===== config.mk =====
export PLATFORM = sky130hd
export DESIGN_NAME = dbdp_ctrl
export DESIGN_NICKNAME = d
export VERILOG_FILES = /design/src/rtl/core/dbdp_pkg.sv /design/src/rtl/core/dbdp_ctrl.sv
export SDC_FILE = /design/constraint.sdc
export NUM_CORES = 1
export LEC_CHECK = 0
export BUFFER_PORTS_ARGS = -buffer_cell sky130_fd_sc_hd__buf_4
export CAP_MARGIN = 20
export CORE_AREA = 10 10 47 49
export DETAILED_ROUTE_END_ITERATION = 7
export DIE_AREA = 0 0 57 59
export MAX_ROUTING_LAYER = met4
export SLEW_MARGIN = 0
export SYNTH_ARGS = -nofsm -noshare
export SYNTH_HDL_FRONTEND = slang
export SYNTH_SLANG_ARGS = --single-unit

===== constraint.sdc =====
create_clock -name clk -period 1.8 [get_ports clk]
set_input_delay 0.36 -clock clk [delete_from_list [all_inputs] [get_ports clk]]
set_output_delay 0.36 -clock clk [all_outputs]
set_load 0.1 [all_outputs]

===== src/rtl/core/dbdp_pkg.sv =====
// Shared types and constants for the downscale / blend / display packer.
// Used by dbdp_ctrl, dbdp_datapath and the top level; no dependencies.
package dbdp_pkg;

  // Request commands (carried on s_tuser)
  localparam logic [2:0] CMD_PIXEL     = 3'd0;
  localparam logic [2:0] CMD_SRC_START = 3'd1;
  localparam logic [2:0] CMD_TGT_START = 3'd2;
  localparam logic [2:0] CMD_READ      = 3'd3;
  localparam logic [2:0] CMD_FRAME_END = 3'd4;

  // Configuration register indexes
  localparam int CFG_IDX_W = 2;
  localparam int CFG_W     = 5;
  localparam logic [CFG_IDX_W-1:0] REG_LINE_SKIP     = 2'd0;
  localparam logic [CFG_IDX_W-1:0] REG_COLUMN_OFFSET = 2'd1;
  localparam logic [CFG_IDX_W-1:0] REG_BLEND_LAST    = 2'd2;

  // Register reset values
  localparam logic [4:0] LINE_SKIP_RST     = 5'd8;
  localparam logic [4:0] COLUMN_OFFSET_RST = 5'd8;
  localparam logic [1:0] BLEND_LAST_RST    = 2'd1;

  typedef struct packed {
    logic [2:0] command;
    logic [7:0] src_line;
    logic [7:0] src_column;
    logic [1:0] shade;
    logic [2:0] page;
    logic [6:0] target_column;
  } item_t;

  // Controller -> datapath
  typedef struct packed {
    logic clear_en;   // clearing pass step
    logic load_item;  // capture accepted request
    logic exec;       // issue memory reads
    logic commit;     // apply state updates and memory writes
    logic load_out;   // load result register
  } cmd_t;

  // Datapath -> controller
  typedef struct packed {
    logic clear_done;
    logic has_result;
  } status_t;

endpackage


===== src/rtl/core/dbdp_ctrl.sv =====
// Sequencer for the packer: clearing pass, accept, read, commit.
// Depends on dbdp_pkg (cmd_t, status_t).
module dbdp_ctrl
  import dbdp_pkg::*;
(
  input  logic    clk,
  input  logic    rst,
  input  logic    s_tvalid,
  output logic    s_tready,
  output logic    m_tvalid,
  input  logic    m_tready,
  input  status_t sts,
  output cmd_t    cmd
);

  localparam logic [1:0] ST_CLEAR = 2'd0;
  localparam logic [1:0] ST_IDLE  = 2'd1;
  localparam logic [1:0] ST_EXEC  = 2'd2;
  localparam logic [1:0] ST_FIN   = 2'd3;

  logic [1:0] state;
  logic [1:0] state_next;
  logic       m_valid;
  logic       stall;

  assign s_tready = (state == ST_IDLE);
  assign m_tvalid = m_valid;
  // result slot still occupied
  assign stall    = sts.has_result && m_valid && !m_tready;

  always_comb begin
    state_next    = state;
    cmd           = '0;
    unique case (state)
      ST_CLEAR: begin
        cmd.clear_en = 1'b1;
        if (sts.clear_done) state_next = ST_IDLE;
      end
      ST_IDLE: begin
        if (s_tvalid) begin
          cmd.load_item = 1'b1;
          state_next    = ST_EXEC;
        end
      end
      ST_EXEC: begin
        cmd.exec   = 1'b1;
        state_next = ST_FIN;
      end
      ST_FIN: begin
        if (!stall) begin
          cmd.commit   = 1'b1;
          cmd.load_out = sts.has_result;
          state_next   = ST_IDLE;
        end
      end
      default: state_next = ST_CLEAR;
    endcase
  end

  always_ff @(posedge clk) begin
    if (rst) begin
      state   <= ST_CLEAR;
      m_valid <= 1'b0;
    end else begin
      state <= state_next;
      if (cmd.load_out) m_valid <= 1'b1;
      else if (m_tready) m_valid <= 1'b0;
    end
  end

  a_no_overwrite: assert property (@(posedge clk) disable iff (rst)
    cmd.load_out |-> (!m_valid || m_tready))
    else $error("result register overwritten");

  a_seq_busy: assert property (@(posedge clk) disable iff (rst)
    (s_tvalid && s_tready) |=> !s_tready ##1 !s_tready)
    else $error("request accepted while previous one in flight");

  a_clear_blocks: assert property (@(posedge clk) disable iff (rst)
    (state == ST_CLEAR) |-> (!s_tready && !m_valid))
    else $error("activity during clearing pass");

endmodule


==> results.md, run 1 <==
* Synth Register Bits at 3
* PortBufs at 12
* Clock transition at the registers of the reported paths at 0.04 ns
* Synthesized Nets at 37
* Die Ht at 59 um
* First-pass GRT wire length at 966 um
* Post-route clock period utilization at 93.6%
* Leak Pwr at 0.000193 uW
* Status: finished clean
* Final setup viols at 0
* Hold path depth at 2
* # nets final at 54
* RSZ-0062 raised after global routing: no
* Clock buffer depth at 2
* Pwr per Cell Area at 1860 nW/um2
* Worst Hold End: m_tvalid
* CTS tree: yes
* Hold Buf Count CTS at 0
* Maxcap violations at 0
* Diode count at 0
* Clock skew at 0.00361 ns
* Post-route insts no fill at 58
* Yosys top cell area share at 23.9%
* Yosys top cell by area: ha_1
* R2R setup slack at 0.23 ns
* Area added between synthesis and finish at 65.1%
* GPL Wtd Cong at 0.617
* Initial Util at 18.7%
* Io pins at 13
* CTS Buf Count at 3
* Maximum clock rate at 0.593 GHz
* Tmin final at 1.69 ns
* Final Hold Fails at 0
* Layout cell share with drive strength beyond 1 at 59.5%
* Avg WL per Cell at 10.2 um
* Setup TNS at 0 ns
* Synth unique cells at 15
* Crit end category: output port
* Die W at 57 um
* Rows at 14
* Number of remaining DRC errors at 0
* Top cells by area, synth: ha_1, dfxtp_1, a311oi_4
* Worst vdd ir at 0.566 mV
* Core footprint at 1400 um2
* Slew Limit Fails at 0
* First-pass DRT Iterations at 1
* Post-Syn Area at 262 um2
* Root Buffer: clkbuf_4
* CP Class: reg -> out
* Antenna Nets Post-Route at 0
* Synth Area per Inst at 10.1 um2
* Worst hold path type: in -> reg
* Worst slew pin tran at 0.288 ns
* Post-Route WL at 593 um
* R2R depth at 5
* Commonest non-fill, non-tap cell in the layout: buf_4
* Initial drt markers at 0
* Total gr overflow at 0
* Placed cells at 54
* Most frequent cells in the layout: buf_4, nor2_1, ha_1, clkbuf_4
* Worst skew pair latency at 0.23 ns
* Post_cts resized at 0
* Gate Count Post-Synth at 26
* Post-synthesis sequential area ratio at 23.0%
* Largest net degree at the start of global routing at 6
* Vias post-DR at 231
* CP Launch Type: register
* Global Route Usage Sum at 3.86%
* Synth warn at 0
* Worst R2R End: state[0]
* Hpwl dp at 504 um
* Initial antenna violation count at 0
* Clock sinks at 3
* Vias in the first global route at 268
* Worst path arrival time at 1.33 ns
* H-Tree Depth at 1
* Die ar. at 3360 um2
* Slew Limit Headroom at 80.8%
* CP required at 1.44 ns
* Post-CTS setup buffer count at 0
* Crit-path max FO at 4
* Via/cell ratio at 3.98
* Hold wc startpoint: rst
* R2R Path Start: state[1]
## metal layers
layer / up-vias / track usage [%] / part of all wire (%)
li1: 115 / - / -
met1: 109 / 3.44 / 37
met2: 7 / 5.74 / 52
met3: 0 / 2.58 / 11
met4: 0 / 3.02 / 0
met5: - / - / 0
## how the worst max path moves through the flow
stage | start | end | slack [ns] | cells past startpoint
CTS | state[0] | cmd[1] | 0.05 | 3
global placement | state[1] | state[0] | 0.22 | 5
floorplan | state[1] | state[0] | 0.03 | 5
detailed placement | state[1] | state[0] | 0.21 | 5
finish | state[0] | cmd[1] | 0.11 | 3
global route | state[0] | cmd[0] | 0.03 | 4
## power breakdown
| group | total [uW] | switching, uW | internal, uW |
|---|---|---|---|
| Sequential | 106 | 19.7 | 86.4 |
| Clock | 120 | 36.3 | 83.2 |
| Combinational | 579 | 417 | 162 |
| Total | 805 | 473 | 331 |
## worst max-delay path: stages (launching register included)
cell,delay (ns)
dfxtp_1,0.38
ha_1,0.27
a21boi_4,0.20
buf_6,0.23
## through the flow
stage	hold slack, ns	setup WS (ns)	cell area (um2)	total power, uW	util, %
final	0.314	0.115	432	805	30.8
after global routing	0.321	0.0315	432	856	30.8
after CTS	0.311	0.0463	424	816	30.3
after detailed placement	0.519	0.213	398	692	28.4
after global placement	0.514	0.220	398	688	28.4
after floorplan	0.425	0.0342	288	607	-
## cell families after synthesis
group,count (synthesis),share of synthesized area (%)
and+or+nand+nor,11,25.8
buffers and inverters,2,2.87
AOI/OAI and AO/OA,3,14.8
muxes,2,9.57
DFF,3,23.0
adders and majority gates,5,23.9
## synth_stat cells
library cell  n
ha_1          5
nor2_1        4
dfxtp_1       3
inv_1         2
nand2b_1      2
a21boi_0      1
a21oi_1       1
a311oi_4      1
and2_2        1
mux2_4        1
mux2i_1       1
nand2_1       1
nor2b_1       1
nor2b_2       1
nor2b_4       1
## registers in the layout, summed over array words and instances, names as in the netlist
| name | count |
|---|---|
| state | 2 |
| m_tvalid | 1 |
## area by class of cell
| type | instances | area [um2] |
|---|---|---|
| Fill cell | 159 | 970 |
| Sequential cell | 3 | 61.3 |
| Tap cell | 16 | 20.0 |
| Timing Repair Buffer | 12 | 97.6 |
| Multi-Input combinational cell | 21 | 219 |
| Clock buffer | 4 | 26.3 |
| Inverter | 2 | 7.51 |
(Power assumes the default switching activity.)
==> run 2: changes to the inputs <==
--- a/config.mk
+++ b/config.mk
@@ -7,9 +7,9 @@
 export LEC_CHECK = 0
 export BUFFER_PORTS_ARGS = -buffer_cell sky130_fd_sc_hd__buf_4
 export CAP_MARGIN = 20
-export CORE_AREA = 10 10 47 49
+export CORE_AREA = 4 4 41 43
 export DETAILED_ROUTE_END_ITERATION = 7
-export DIE_AREA = 0 0 57 59
+export DIE_AREA = 0 0 45 47
 export MAX_ROUTING_LAYER = met4
 export SLEW_MARGIN = 0
 export SYNTH_ARGS = -nofsm -noshare
==> results.md, run 2 (synthesis gave the netlist of run 1 again) <==
* CTS Buf Count at 3 (unchanged)
* CP Class: reg -> out
* Root Buffer: clkbuf_4
* Initial antenna violation count at 0 (unchanged)
* GPL Wtd Cong at 0.723 (+17%)
* Worst vdd ir at 0.686 mV (+21%)
* Antenna Nets Post-Route at 0 (unchanged)
* Hold path depth at 2 (unchanged)
* Worst path arrival time at 1.31 ns (-0.02 ns)
* Die Ht at 47 um (-20%)
* Psw at 476 uW (+0.55%)
* Clock transition at the registers of the reported paths at 0.04 ns (about the same)
* Clock power frac at 14.6% (-0.2 points)
* Post-route clock period utilization at 92.8% (-0.79 points)
* Post-CTS setup buffer count at 0 (unchanged)
* Hold wc startpoint: rst
* Maximum clock rate at 0.598 GHz (+0.85%)
* Met1 usage at 9.07% (+5.6 points)
* H-Tree Depth at 1 (unchanged)
* Util after Layout at 33.3% (+2.5 points)
* Worst slew pin tran at 0.285 ns (-0.00319 ns)
* Pwr per Cell Area at 1870 nW/um2 (+0.38%)
* Max reg flops at 2 (unchanged)
* Combinational power share at 72.1% (about the same)
* Clock skew at 0.000252 ns (-0.00336 ns)
* Placed cells at 53 (-1.9%)
* Final Hold Fails at 0 (unchanged)
* Maxcap violations at 0 (unchanged)
* R2R Path Start: state[1]
* Vias in the first global route at 208 (-22%)
* Reg area at 61.3 um2 (unchanged)
* Area of the multi-input gates at 221 um2 (+1.1%)
* Crit-path max FO at 4 (unchanged)
* PortBufs at 12 (unchanged)
* Largest stage delay, worst path at 0.40 ns (+0.02 ns)
* Most frequent cells in the layout: buf_4, nor2_1, ha_2, clkbuf_4
* Grt met3 use at 5.36% (+2.8 points)
* R2R setup slack at 0.22 ns (about the same)
* Net Sw Frac at 58.8% (-0.072 points)
* Initial drt markers at 2 (+2)
* Crit path cell chain: ha_2 -> a21boi_4 -> buf_6
* CTS tree: yes
* GR met2 Demand/Resource at 7.06% (+1.3 points)
* Initial Util at 20.1% (+1.4 points)
* Layout cell share with drive strength beyond 1 at 61.9% (+2.4 points)
* CP required at 1.44 ns (about the same)
* Leak Pwr at 0.000190 uW (-1.2%)
* CP Launch Type: register
* Largest net degree at the start of global routing at 6 (unchanged)
* Die ar. at 2120 um2 (-37%)
* Io pins at 13 (unchanged)
* RSZ-0062 raised after global routing: no
* Hold slack at 0.310 ns (-0.00454 ns)
* Post-route insts no fill at 57 (-1.7%)
* Number of remaining DRC errors at 0 (unchanged)
* R2R depth at 5 (unchanged)
* CP max-delay cell: dfxtp_1
* Slew Limit Headroom at 81.0% (+0.21 points)
* Area added between synthesis and finish at 65.6%
* Vias post-DR at 218 (-5.6%)
* Worst skew pair latency at 0.23 ns (about the same)
* Worst hold path type: in -> reg
* Status: finished clean
* Global Route Usage Sum at 6.44% (+2.6 points)
* Crit end category: output port
* Rows at 13 (-1)
* First-pass GRT wire length at 903 um (-6.5%)
* Worst R2R End: state[0]
* # nets final at 54 (unchanged)
* Tmin final at 1.67 ns (-0.0142 ns)
* Largest Register: state
* Total gr overflow at 0 (unchanged)
* Via/cell ratio at 3.82 (-4.0%)
* Core footprint at 1300 um2 (-7.1%)
* Post-Route WL at 558 um (-5.9%)
* Slew Limit Fails at 0 (unchanged)
* Die W at 45 um (-21%)
* Clock buffer depth at 2 (unchanged)
* Avg WL per Cell at 9.79 um (-4.3%)
* Share of power burned in registers at 13.3% (about the same)
* Setup TNS at 0 ns (unchanged)
* # fillers at 146 (-8.2%)
* Clock sinks at 3 (unchanged)
* First-pass DRT Iterations at 3 (+2)
* Worst Hold End: m_tvalid
* Diode count at 0 (unchanged)
* Commonest non-fill, non-tap cell in the layout: buf_4
* Most Used Layer, Global Route: met1
* Final setup viols at 0 (unchanged)
* Internal power at 334 uW (+0.85%)
==> run 2: worst max-delay path by stage <==
| stage | startpoint | end | slack, ns | depth (start not counted) |
|---|---|---|---|---|
| CTS | state[0] | cmd[0] | 0.005 | 4 |
| finish | state[0] | cmd[1] | 0.13 | 3 |
| global route | state[0] | cmd[0] | 0.02 | 4 |
| floorplan | state[1] | state[0] | 0.03 | 5 |
| detailed placement | state[1] | state[0] | 0.23 | 5 |
| global placement | state[1] | state[0] | 0.25 | 5 |
==> run 2: final cells by class <==
type                            count  share of cell area [%]
Sequential cell                     3                    14.2
Clock buffer                        4                    6.07
Multi-Input combinational cell     21                    51.2
Inverter                            2                    1.73
Tap cell                           15                    4.34
Timing Repair Buffer               12                    22.5
==> run 2: power groups by stage <==
stage          combinational, uW  clock, uW  sequential, uW
4_1_cts                      585        124             108
3_5_place_dp                 583          0             109
3_3_place_gp                 579          0             107
6_report                     584        118             108
2_1_floorplan                496          0             111
5_1_grt                      620        133             114
==> run 2: routing by layer <==
layer	wire, um	share of wire, %
met1	247	44
met2	225	40
met3	85	15
met4	0	0
met5	0	0
==> run 2: metrics by stage <==
| stage | power, uW | setup slack, ns | instance area [um2] |
|---|---|---|---|
| 6_report | 810 | 0.129 | 433 |
| 5_1_grt | 867 | 0.0162 | 433 |
| 4_1_cts | 817 | 0.00473 | 423 |
| 3_5_place_dp | 691 | 0.225 | 397 |
| 3_3_place_gp | 686 | 0.248 | 397 |
| 2_1_floorplan | 607 | 0.0342 | 288 |
==> run 2: what timing repair did <==
item / 4_1_cts / 5_1_grt
hold buffers: 0 / 0
setup endpoints to repair: 0 / 2
gates resized for setup: 0 / 3
==> run 2: worst max-delay path, delay by kind of cell, from the launching register on <==
family	cells	cell delay, ns
flops	1	0.40
compound gates	1	0.19
fa+ha+maj	1	0.26
buf+inv	1	0.23
